<file path="config.mk">
export PLATFORM = sky130hd
export DESIGN_NAME = wilder_rsi_stream
export DESIGN_NICKNAME = d
export VERILOG_FILES = /design/src/rtl/wrs_pkg.sv /design/src/rtl/wilder_rsi_stream.sv
export SDC_FILE = /design/constraint.sdc
export NUM_CORES = 2
export LEC_CHECK = 0
export ABC_CLOCK_PERIOD_IN_PS = 15600
export BUFFER_PORTS_ARGS = -buffer_cell sky130_fd_sc_hd__buf_2
export CORE_AREA = 2 2 312 314
export DETAILED_ROUTE_END_ITERATION = 8
export DIE_AREA = 0 0 314 316
export PLACE_DENSITY_LB_ADDON = 0.12
export SETUP_SLACK_MARGIN = 0.3
export SLEW_MARGIN = 20
export SYNTH_ARGS = -nofsm -noshare
export SYNTH_HDL_FRONTEND = slang
export SYNTH_SLANG_ARGS = --single-unit
</file>
<file path="constraint.sdc">
create_clock -name clk -period 15.6 [get_ports clk]
set_input_delay 3.12 -clock clk [delete_from_list [all_inputs] [get_ports clk]]
set_output_delay 3.12 -clock clk [all_outputs]
set_load 0.02 [all_outputs]
</file>
<file path="src/rtl/wrs_pkg.sv">
`timescale 1ns / 1ps
// ----------------------------------------------------------------------------
// wrs_pkg
// Types and constants shared by the Wilder RSI stream block and its checker.
// ----------------------------------------------------------------------------
package wrs_pkg;

    localparam int unsigned PERIOD_W = 10;
    localparam int unsigned COUNT_W  = 11;
    localparam int unsigned ACC_W    = 48;
    localparam int unsigned PRICE_W  = 32;
    localparam int unsigned RSI_W    = 23;

    localparam logic [PERIOD_W-1:0] PERIOD_RESET = 10'd14;
    localparam logic [COUNT_W-1:0]  COUNT_MAX    = 11'd2047;
    localparam logic [RSI_W-1:0]    RSI_FULL     = 23'd6553600;
    // 6553600 = 100 * 2^16, so the ratio numerator is (gain * 100) << 16.
    localparam logic [PERIOD_W-1:0] RSI_SCALE    = 10'd100;

    localparam logic ACT_SAMPLE = 1'b0;
    localparam logic ACT_CLEAR  = 1'b1;

    typedef enum logic [3:0] {
        ST_IDLE,
        ST_PREP,
        ST_AVG_G,
        ST_AVG_L,
        ST_MUL_G,
        ST_DIV_G,
        ST_MUL_L,
        ST_DIV_L,
        ST_RAT_M,
        ST_RAT_D,
        ST_FIN
    } wrs_state_t;

endpackage

</file>
<file path="src/rtl/wilder_rsi_stream.sv">
`timescale 1ns / 1ps
// ----------------------------------------------------------------------------
// wilder_rsi_stream
// Relative strength index with Wilder smoothing over a stream of closing
// prices, built around a bit-serial multiplier and a bit-serial divider.
// ----------------------------------------------------------------------------
// A clear or warm-up beat goes from ST_PREP straight to ST_FIN; once smoothing
// runs, the beat also passes through the restoring divider (one quotient bit per
// cycle, 48 bits per division by period, 23 bits for the ratio) and the
// shift-add multiplier (one multiplier bit per cycle). Throughput: one beat
// in flight; the next is taken once the result is in the output register.
// Reset clears the FSM, count, averages and last price and sets period to 14.
module wilder_rsi_stream
    import wrs_pkg::*;
(
    input  logic        clk,
    input  logic        rst_n,
    input  logic        cfg_we,
    input  logic [9:0]  cfg_wdata,
    input  logic        s_tvalid,
    output logic        s_tready,
    input  logic [31:0] s_tdata,   // [31:0] close_price
    input  logic [0:0]  s_tuser,   // [0] action
    output logic        m_tvalid,
    input  logic        m_tready,
    output logic [23:0] m_tdata,   // [22:0] rsi_value, [23] zero
    output logic [0:0]  m_tuser    // [0] rsi_valid
);

    wrs_state_t state_reg, state_next;

    logic [PERIOD_W-1:0] period_reg;
    logic [COUNT_W-1:0]  count_reg, count_next;
    logic [ACC_W-1:0]    avg_gain_reg, avg_gain_next;
    logic [ACC_W-1:0]    avg_loss_reg, avg_loss_next;
    logic [PRICE_W-1:0]  prev_reg, prev_next;
    logic                action_reg, action_next;
    logic [PRICE_W-1:0]  price_reg, price_next;
    logic [ACC_W-1:0]    gain_reg, gain_next;
    logic [ACC_W-1:0]    loss_reg, loss_next;
    logic [RSI_W-1:0]    res_value_reg, res_value_next;
    logic                res_valid_reg, res_valid_next;
    logic                m_tvalid_reg, m_tvalid_next;
    logic [RSI_W-1:0]    m_value_reg, m_value_next;
    logic                m_flag_reg, m_flag_next;

    // Divider: remainder, remaining dividend bits (MSB first), quotient.
    logic [48:0] div_rem_reg, div_rem_next;
    logic [71:0] div_num_reg, div_num_next;
    logic [47:0] div_quo_reg, div_quo_next;
    logic [48:0] div_den_reg, div_den_next;
    logic [5:0]  div_cnt_reg, div_cnt_next;
    // Multiplier: accumulator, shifted multiplicand, remaining multiplier.
    logic [58:0] mul_acc_reg, mul_acc_next;
    logic [56:0] mul_a_reg, mul_a_next;
    logic [PERIOD_W-1:0] mul_b_reg, mul_b_next;

    logic        div_load, div_long;
    logic [71:0] div_x;
    logic [48:0] div_den_in;
    logic        mul_load;
    logic [ACC_W-1:0]    mul_x, mul_add;
    logic [PERIOD_W-1:0] mul_m;

    logic [PERIOD_W-1:0] pe, pm1;
    logic [COUNT_W-1:0]  p1, p2, cnt_inc;
    logic [PRICE_W-1:0]  diff;
    logic [ACC_W:0]      sum_g, sum_l;
    logic [49:0]         div_try;
    logic                div_done, mul_done;

    assign pe       = (period_reg == '0) ? PERIOD_W'(1) : period_reg;
    assign pm1      = pe - PERIOD_W'(1);
    assign p1       = COUNT_W'(pe) + COUNT_W'(1);
    assign p2       = COUNT_W'(pe) + COUNT_W'(2);
    assign cnt_inc  = (count_reg == COUNT_MAX) ? count_reg : count_reg + COUNT_W'(1);
    assign diff     = (price_reg > prev_reg) ? price_reg - prev_reg : prev_reg - price_reg;
    assign sum_g    = {1'b0, avg_gain_reg}
                    + ((price_reg > prev_reg) ? {1'b0, diff, 16'd0} : '0);
    assign sum_l    = {1'b0, avg_loss_reg}
                    + ((price_reg > prev_reg) ? '0 : {1'b0, diff, 16'd0});
    assign div_try  = {div_rem_reg, div_num_reg[71]};
    assign div_done = (div_cnt_reg == '0);
    assign mul_done = (mul_b_reg == '0);

    assign s_tready = (state_reg == ST_IDLE);
    assign m_tvalid = m_tvalid_reg;
    assign m_tdata  = {1'b0, m_value_reg};
    assign m_tuser  = m_flag_reg;

    always_comb
    begin
        state_next     = state_reg;
        count_next     = count_reg;
        avg_gain_next  = avg_gain_reg;
        avg_loss_next  = avg_loss_reg;
        prev_next      = prev_reg;
        action_next    = action_reg;
        price_next     = price_reg;
        gain_next      = gain_reg;
        loss_next      = loss_reg;
        res_value_next = res_value_reg;
        res_valid_next = res_valid_reg;
        m_tvalid_next  = m_tvalid_reg && !m_tready;
        m_value_next   = m_value_reg;
        m_flag_next    = m_flag_reg;
        div_load       = 1'b0;
        div_long       = 1'b1;
        div_x          = '0;
        div_den_in     = 49'(pe);
        mul_load       = 1'b0;
        mul_x          = '0;
        mul_m          = pm1;
        mul_add        = '0;

        unique case (state_reg)
            ST_IDLE:
            begin
                if (s_tvalid)
                begin
                    action_next = s_tuser[0];
                    price_next  = s_tdata;
                    state_next  = ST_PREP;
                end
            end
            ST_PREP:
            begin
                res_value_next = '0;
                res_valid_next = 1'b0;
                if (action_reg == ACT_CLEAR)
                begin
                    count_next    = '0;
                    avg_gain_next = '0;
                    avg_loss_next = '0;
                    prev_next     = '0;
                    state_next    = ST_FIN;
                end
                else if (count_reg == '0)
                begin
                    count_next = COUNT_W'(1);
                    prev_next  = price_reg;
                    state_next = ST_FIN;
                end
                else
                begin
                    count_next = cnt_inc;
                    prev_next  = price_reg;
                    if (price_reg > prev_reg)
                    begin
                        gain_next = {diff, 16'd0};
                        loss_next = '0;
                    end
                    else
                    begin
                        gain_next = '0;
                        loss_next = {diff, 16'd0};
                    end
                    if (cnt_inc <= p1)
                    begin
                        // Warm-up: saturating sums of gains and losses.
                        avg_gain_next = sum_g[ACC_W] ? '1 : sum_g[ACC_W-1:0];
                        avg_loss_next = sum_l[ACC_W] ? '1 : sum_l[ACC_W-1:0];
                        state_next    = ST_FIN;
                    end
                    else if (cnt_inc == p2)
                    begin
                        div_load   = 1'b1;
                        div_x      = 72'(avg_gain_reg);
                        state_next = ST_AVG_G;
                    end
                    else
                    begin
                        mul_load   = 1'b1;
                        mul_x      = avg_gain_reg;
                        mul_add    = gain_next;
                        state_next = ST_MUL_G;
                    end
                end
            end
            ST_AVG_G:
            begin
                if (div_done)
                begin
                    avg_gain_next = div_quo_reg;
                    div_load      = 1'b1;
                    div_x         = 72'(avg_loss_reg);
                    state_next    = ST_AVG_L;
                end
            end
            ST_AVG_L:
            begin
                if (div_done)
                begin
                    avg_loss_next = div_quo_reg;
                    mul_load      = 1'b1;
                    mul_x         = avg_gain_reg;
                    mul_add       = gain_reg;
                    state_next    = ST_MUL_G;
                end
            end
            ST_MUL_G:
            begin
                if (mul_done)
                begin
                    div_load   = 1'b1;
                    div_x      = 72'(mul_acc_reg);
                    state_next = ST_DIV_G;
                end
            end
            ST_DIV_G:
            begin
                if (div_done)
                begin
                    avg_gain_next = div_quo_reg;
                    mul_load      = 1'b1;
                    mul_x         = avg_loss_reg;
                    mul_add       = loss_reg;
                    state_next    = ST_MUL_L;
                end
            end
            ST_MUL_L:
            begin
                if (mul_done)
                begin
                    div_load   = 1'b1;
                    div_x      = 72'(mul_acc_reg);
                    state_next = ST_DIV_L;
                end
            end
            ST_DIV_L:
            begin
                if (div_done)
                begin
                    avg_loss_next = div_quo_reg;
                    if (div_quo_reg == '0)
                    begin
                        res_value_next = RSI_FULL;
                        res_valid_next = 1'b1;
                        state_next     = ST_FIN;
                    end
                    else
                    begin
                        mul_load   = 1'b1;
                        mul_x      = avg_gain_reg;
                        mul_m      = RSI_SCALE;
                        state_next = ST_RAT_M;
                    end
                end
            end
            ST_RAT_M:
            begin
                if (mul_done)
                begin
                    // The quotient is below 2^23, so 23 steps suffice.
                    div_load   = 1'b1;
                    div_long   = 1'b0;
                    div_x      = {mul_acc_reg[55:0], 16'd0};
                    div_den_in = {1'b0, avg_gain_reg} + {1'b0, avg_loss_reg};
                    state_next = ST_RAT_D;
                end
            end
            ST_RAT_D:
            begin
                if (div_done)
                begin
                    res_value_next = div_quo_reg[RSI_W-1:0];
                    res_valid_next = 1'b1;
                    state_next     = ST_FIN;
                end
            end
            ST_FIN:
            begin
                if (!m_tvalid_reg || m_tready)
                begin
                    m_tvalid_next = 1'b1;
                    m_value_next  = res_value_reg;
                    m_flag_next   = res_valid_reg;
                    state_next    = ST_IDLE;
                end
            end
            default:
            begin
                state_next = ST_IDLE;
            end
        endcase

        // Restoring divider, one quotient bit per cycle.
        div_rem_next = div_rem_reg;
        div_num_next = div_num_reg;
        div_quo_next = div_quo_reg;
        div_den_next = div_den_reg;
        div_cnt_next = div_cnt_reg;
        if (div_load)
        begin
            div_quo_next = '0;
            div_den_next = div_den_in;
            if (div_long)
            begin
                div_rem_next = 49'(div_x[71:48]);
                div_num_next = {div_x[47:0], 24'd0};
                div_cnt_next = 6'd48;
            end
            else
            begin
                div_rem_next = div_x[71:23];
                div_num_next = {div_x[22:0], 49'd0};
                div_cnt_next = 6'd23;
            end
        end
        else if (!div_done)
        begin
            if (div_try >= {1'b0, div_den_reg})
            begin
                div_rem_next = 49'(div_try - {1'b0, div_den_reg});
                div_quo_next = {div_quo_reg[46:0], 1'b1};
            end
            else
            begin
                div_rem_next = div_try[48:0];
                div_quo_next = {div_quo_reg[46:0], 1'b0};
            end
            div_num_next = {div_num_reg[70:0], 1'b0};
            div_cnt_next = div_cnt_reg - 6'd1;
        end

        // Shift-add multiplier, one multiplier bit per cycle.
        mul_acc_next = mul_acc_reg;
        mul_a_next   = mul_a_reg;
        mul_b_next   = mul_b_reg;
        if (mul_load)
        begin
            mul_acc_next = 59'(mul_add);
            mul_a_next   = 57'(mul_x);
            mul_b_next   = mul_m;
        end
        else if (!mul_done)
        begin
            if (mul_b_reg[0])
            begin
                mul_acc_next = mul_acc_reg + 59'(mul_a_reg);
            end
            mul_a_next = {mul_a_reg[55:0], 1'b0};
            mul_b_next = {1'b0, mul_b_reg[PERIOD_W-1:1]};
        end
    end

    always_ff @(posedge clk or negedge rst_n)
    begin
        if (!rst_n)
        begin
            state_reg     <= ST_IDLE;
            period_reg    <= PERIOD_RESET;
            count_reg     <= '0;
            avg_gain_reg  <= '0;
            avg_loss_reg  <= '0;
            prev_reg      <= '0;
            m_tvalid_reg  <= 1'b0;
            div_cnt_reg   <= '0;
            mul_b_reg     <= '0;
        end
        else
        begin
            state_reg     <= state_next;
            if (cfg_we)
            begin
                period_reg <= cfg_wdata;
            end
            count_reg     <= count_next;
            avg_gain_reg  <= avg_gain_next;
            avg_loss_reg  <= avg_loss_next;
            prev_reg      <= prev_next;
            m_tvalid_reg  <= m_tvalid_next;
            div_cnt_reg   <= div_cnt_next;
            mul_b_reg     <= mul_b_next;
        end
    end

    always_ff @(posedge clk)
    begin
        action_reg    <= action_next;
        price_reg     <= price_next;
        gain_reg      <= gain_next;
        loss_reg      <= loss_next;
        res_value_reg <= res_value_next;
        res_valid_reg <= res_valid_next;
        m_value_reg   <= m_value_next;
        m_flag_reg    <= m_flag_next;
        div_rem_reg   <= div_rem_next;
        div_num_reg   <= div_num_next;
        div_quo_reg   <= div_quo_next;
        div_den_reg   <= div_den_next;
        mul_acc_reg   <= mul_acc_next;
        mul_a_reg     <= mul_a_next;
    end

endmodule

</file>
After elaboration in Yosys (flattened, before gate mapping) --
Index checks and enable logic that the tools add are counted.
Word-level totals: bits in latches 0, RAM bits 0, bits in read-only memories 0, word-level logic and storage cells 212, flip-flop bits (word level) 681, memories 0
Cells by class: muxes and demuxes 109, equal/unequal tests 29, add/subtract/negate cells 12, reduce and logical (&&, ||, !) cells 29, bitwise logic cells 3, order comparisons 3, divide/modulo/power cells 0, shift operators 0, multipliers 0
Operator list (count):
- $mux 48 | 36
- $mux 72 | 4
- $pmux 72 s4 | 1
- $mux 49 | 4
- $pmux 48 s2 | 2
- $pmux 48 s4 | 1
- $add 48x48->49 | 3
- $pmux 48 s3 | 1
- $mux 10 | 8
- $mux 23 | 3
- $pmux 23 s3 | 1
- $mux 32 | 2
- $sub 32x32->32 | 2
- $add 59x57->59 | 1
- $mux 59 | 1
- $mux 4 | 13
- $ge 50x49->1 | 1
- $sub 49x49->49 | 1
- $logic_not 48->1 | 1
- $pmux 4 s11 | 1
- $mux 11 | 3
- $gt 32x32->1 | 1
- $ne 2x2->1 const B | 13
- $logic_not 10->1 | 2
- other kinds (34) | 79

Longest topological paths before layout --
word-level depth 11, gate-level depth with buffers 26, depth with buffers taken out 25

Worst setup path before layout --
Ideal clock, no wire load.
path type register to register, start register count_reg[0], end register div_num_reg[24], enable pin, path slack 7795 ps, arrival 7346 ps, path buffers 2, data required time 15141 ps, cell stages (with the launch flop) 12, path through dfrtp_1 -> inv_1 -> ha_1 -> and4b_1 -> or2_2 -> clkbuf_1 -> nor2_1 -> nand2_1 -> and2b_1 -> nor2_1 -> clkbuf_1 -> nand2_1
Between the ends: word-level cells in the longest chain between the ends 9, elaborated cells on any way between the ends 12, those cells by class add/sub: 1; order compare: 1; eq/ne: 3; mux: 6; reduce/logical: 1
RTL lines:
- start: declaration | line wilder_rsi_stream.sv:33 | logic [COUNT_W-1:0] count_reg, count_next;
- start signal: assignment | line wilder_rsi_stream.sv:368 | count_reg <= count_next;
- branches (longest 5 deep; another with $add 11x1->11)
- $mux 1 * | line wilder_rsi_stream.sv:138 | else if (count_reg == '0)
- $mux 1 * | line wilder_rsi_stream.sv:130 | if (action_reg == ACT_CLEAR)
- $pmux 1 s3 * | line wilder_rsi_stream.sv:116 | unique case (state_reg)
- $ne 2x2->1 (no source line) *
- end signal: assignment | line wilder_rsi_stream.sv:389 | div_num_reg <= div_num_next;
- end: declaration | line wilder_rsi_stream.sv:49 | logic [71:0] div_num_reg, div_num_next;
Every way passes the cells marked *. A chain may end at the register's enable or synchronous reset.

Final worst setup path --
start register prev_reg[18], end register avg_gain_reg[2]
Between the ends: word-level cells in the longest chain between the ends 9, elaborated cells on any way between the ends 11, those cells by class add/sub: 3; order compare: 1; mux: 7
RTL lines:
- start: declaration | line wilder_rsi_stream.sv:36 | logic [PRICE_W-1:0] prev_reg, prev_next;
- start signal: assignment | line wilder_rsi_stream.sv:371 | prev_reg <= prev_next;
- $sub 32x32->32 or $gt 32x32->1 (tied branches) | line wilder_rsi_stream.sv:77, wilder_rsi_stream.sv:79
- $mux 32 | line wilder_rsi_stream.sv:77 | assign diff = (price_reg > prev_reg) ? price_reg - prev_reg : prev_reg - price_reg;
- $mux 48 * | line wilder_rsi_stream.sv:79 | + ((price_reg > prev_reg) ? {1'b0, diff, 16'd0} : '0);
- $add 48x48->49 * | line wilder_rsi_stream.sv:79
- $mux 48 * | line wilder_rsi_stream.sv:161 | avg_gain_next = sum_g[ACC_W] ? '1 : sum_g[ACC_W-1:0];
- $mux 48 * | line wilder_rsi_stream.sv:158 | if (cnt_inc <= p1)
- $mux 48 * | line wilder_rsi_stream.sv:138
- $mux 48 * | line wilder_rsi_stream.sv:130
- $pmux 48 s2 * | line wilder_rsi_stream.sv:116
- end signal: assignment | line wilder_rsi_stream.sv:369 | avg_gain_reg <= avg_gain_next;
- end: declaration | line wilder_rsi_stream.sv:34 | logic [ACC_W-1:0] avg_gain_reg, avg_gain_next;
Mark *: on every way between the ends. The rest lies on a longest branch, timed or not. The select of a mux whose other input is x is not followed.

==> metrics.md <==
| Metric | Value |
|---|---|
| Cells along the critical path | inv_1 -> ha_1 -> and2_0 -> and3_1 -> nand2_1 -> nor4_1 -> a21oi_1 -> o211ai_1 -> nand2_1 -> buf_4 -> nor4b_1 -> ha_1 -> nand3_1 -> or4_1 -> a31oi_1 -> o211ai_1 -> a21oi_1 -> o2111ai_1 -> a21o_1 -> a21boi_2 -> nor2_1 -> a21oi_1 |
| Slowest cell on crit path | nor4_1 |
| Syn Nets | a little over 5,000 |
| Max-slew violation count | 0 |
| Seq/Total Area, Yosys | a little over 40% |
| First-pass DRT Iterations | 9 |
| Remaining Overflow, GRT | 0 |
| Synth Warn # | 0 |
| DRT met1 WL | 66.9 mm |
| Fin crit period | around 7200 ps |
| Fin cells | 6,004 |
| H-tree levels | 3 |
| Initial core utilization | between 40 and 50% |
| Crit path largest cell delay | approximately 660 ps |
| #FFs+latches synth | around 630 |
| Post-synthesis cell area | around 0.043 mm2 |
| Crit path launch type | flip-flop |
| Achievable frequency | 140 MHz |
| CP endpoint kind | flip-flop |
| Hold-fix buffers, CTS | 0 |
| Met2 WL | 64.1 mm |
| Critical Path RT | between 15,000 and 20,000 ps |
| Setup_tns | 0 ps |
| DR WL/cell | 24.6 um |
| First-pass GRT wire length | 222 mm |
| Post-synthesis mux area share | 1.64% |
| Die extent in x | 314 um |
| Max-Cap Viols | 0 |
| Final Cycle Share | 45.9% |
| DRT antenna net count | 0 |
| Max_slew headroom | 26.9% |
| Area share of the largest cell type after synthesis | 27.1% |
| Post-synth EDFFs | 387 |
| Vias in the first global route | between 30,000 and 40,000 |
| Ant diodes | 0 |
| Clock sinks | 625 |
| WHS | 418 ps |
| Outcome | finished, final reports clean |
| CTS root buf | clkbuf_16 |
| Slew @ Worst Pin | 1090 ps |
| FP Rows | 114 |
| Largest net degree at the start of global routing | 90 |
| Placed insts | a little under 6,000 |
| Clock Pin Slew Worst Setup and Hold Paths | around 60 ps |
| Commonest non-fill, non-tap cell in the layout | nand2_1 |
| Area Growth Syn to Fin | 9.33% |
| Cell count after synthesis | 4,744 |
| Synth Flop Type | edfxtp_1 |
| Die height | 316 um |
| Power Density | 275 mW/mm2 |
| Largest family of logic cells by synthesized area | compound AO/OA/AOI/OAI gates |
| Most frequent cells in the layout | nand2_1 (483), a21oi_1 (465), edfxtp_1 (387) |
| Layout Skew | 20.3 ps |
| Placer congestion estimate | 0.953 |
| Die area | 0.0992 mm2 |
| Utilization after layout | approximately 49% |
| Latest clock arrival within the worst-skew pair | roughly 660 ps |
| Port Buffers | 73 |
| Final Setup Violations | 0 |
| Worst vdd ir | approximately 0.00011 V |
| Synth Area in XOR/XNOR | about 5.8% |
| Wire length on met3 | 10.8 mm |
| Max FFs per register | 59 |
| CP Buf/Inv Count | 2 |
| Worst path arrival time | 7750 ps |
| Final #Nets | 5,021 |
| Hold Fails Final Rpt | 0 |
| Synth cell types | 89 |
| Post-Route WL | 148 mm |
| Initial DRC count | 4,554 |
| Synth top area cells | edfxtp_1 (27%), dfrtp_1 (9.7%), ha_1 (8.7%), a21oi_1 (5.5%), nand2_1 (4.2%) |
| Kind of cell adding the most delay to the critical path | compound AO/OA/AOI/OAI gates |
| Synth Area in Simple Gates | about 15% |
| Post-synthesis adder-cell area fraction | 9.05% |
| Top Ports | 75 |
| Top layer in use | met4 |
| LEAKAGE | 0.0195 uW |
| CTS buffer count | 74 |
| Setup bufs post-CTS | 0 |
| CTS Buffer Depth | 3 |
| Critical path class | flip-flop to flip-flop |
| Complex-gate fraction of the synthesized area | between 20% and 30% |
| Remaining DRCs | 0 |
| Post-DP HPWL | 110 mm |
| CTS resizes | 0 |
| Drt via density | 6.15 |
| Hold Path Class | flip-flop to flip-flop |
| CTS tree | done |
| Syn Area/Cell | 9.04 um2 |
| Initial antenna violation count | 0 |
| Layout cells sized above 1 | 6.73% |
| Cell taking the most area after synthesis | edfxtp_1 |
| RSZ-0062 raised after global routing | no |
| Core region area | 0.0960 mm2 |
| Total Routing Usage GR | 29.2% |
| Vias | 36,900 |
| Most frequent cell on the critical path | a21oi_1 |
| Post-synth ARST share | 27.2% |
| CP Max Fanout | 32 |
[cells in the mapped netlist (17+ instances only)]
library cell and count:
a211oi_1 29, a21o_1 201, a21oi_1 468, a221oi_1 30, a222oi_1 77, a22oi_1 51
a31oi_1 61, and2_1 42, and3_1 40, and4_1 18, buf_2 29, clkbuf_1 222
dfrtp_1 167, dfxtp_1 68, edfxtp_1 387, ha_1 299, inv_1 236, mux2_2 17
mux2i_1 50, nand2_1 485, nand2b_1 42, nand3_1 136, nand4_1 59, nor2_1 369
nor2b_1 44, nor3_1 62, nor4_1 37, o211ai_1 29, o21a_1 41, o21ai_0 280
o21bai_1 45, o22ai_1 24, o31ai_1 69, or2_2 18, xnor2_1 174, xor2_1 106
[layer usage]
layer / track usage, % / vias to the layer above
met5: 0 / -
met4: 11.8 / 0
met3: 3.29 / 220
met2: 44.0 / 1439
met1: 42.8 / 17800
li1: - / 17400
[logic make-up (layout without fill, tap and decap cells)]
logic type | Yosys count | after routing
DFF | 625 | 625
xor gates and xnor gates | 281 | 281
adders and majority gates | 306 | 306
other | 1 | 1
AOI/OAI and AO/OA | 1548 | 1548
muxes | 68 | 68
and+or+nand+nor | 1404 | 1404
buffers and inverters | 511 | 495
[final timing paths]
kind                                    to  cells past startpoint        startpoint  slack (ps)
max                        avg_gain_reg[2]                     22      prev_reg[18]        8440
min                         m_value_reg[5]                      0  res_value_reg[5]         420
max reg2reg                avg_gain_reg[2]                     22      prev_reg[18]        8440
min reg2reg                 m_value_reg[5]                      0  res_value_reg[5]         420
max in group asynchronous  avg_gain_reg[4]                      3             rst_n       11180
min in group asynchronous     prev_reg[16]                      1             rst_n        2450
[cell type report]
cell class	instances	area, um2
clock buffers	94	1960
clock inverters	43	643
fillers	9140	49100
inverters	236	886
multi-input cells	3608	23800
flip-flops and latches	625	17200
well taps	1276	1600
repair buffers	122	742
[where the power goes]
| group | switching, uW | internal (uW) |
|---|---|---|
| Combinational | 4790 | 2910 |
| Clock | 773 | 1120 |
| Sequential | 704 | 2600 |
[stage by stage]
step           power, uW  cell area [um2]  setup slack [ps]
6_report           12900            46900              8440
5_1_grt            13800            46900              7960
4_1_cts            12800            46900              8510
3_5_place_dp       10900            44300              8550
3_3_place_gp       10800            44300              8500
2_1_floorplan       8600            42900              7800
(Power assumes the default switching activity.)
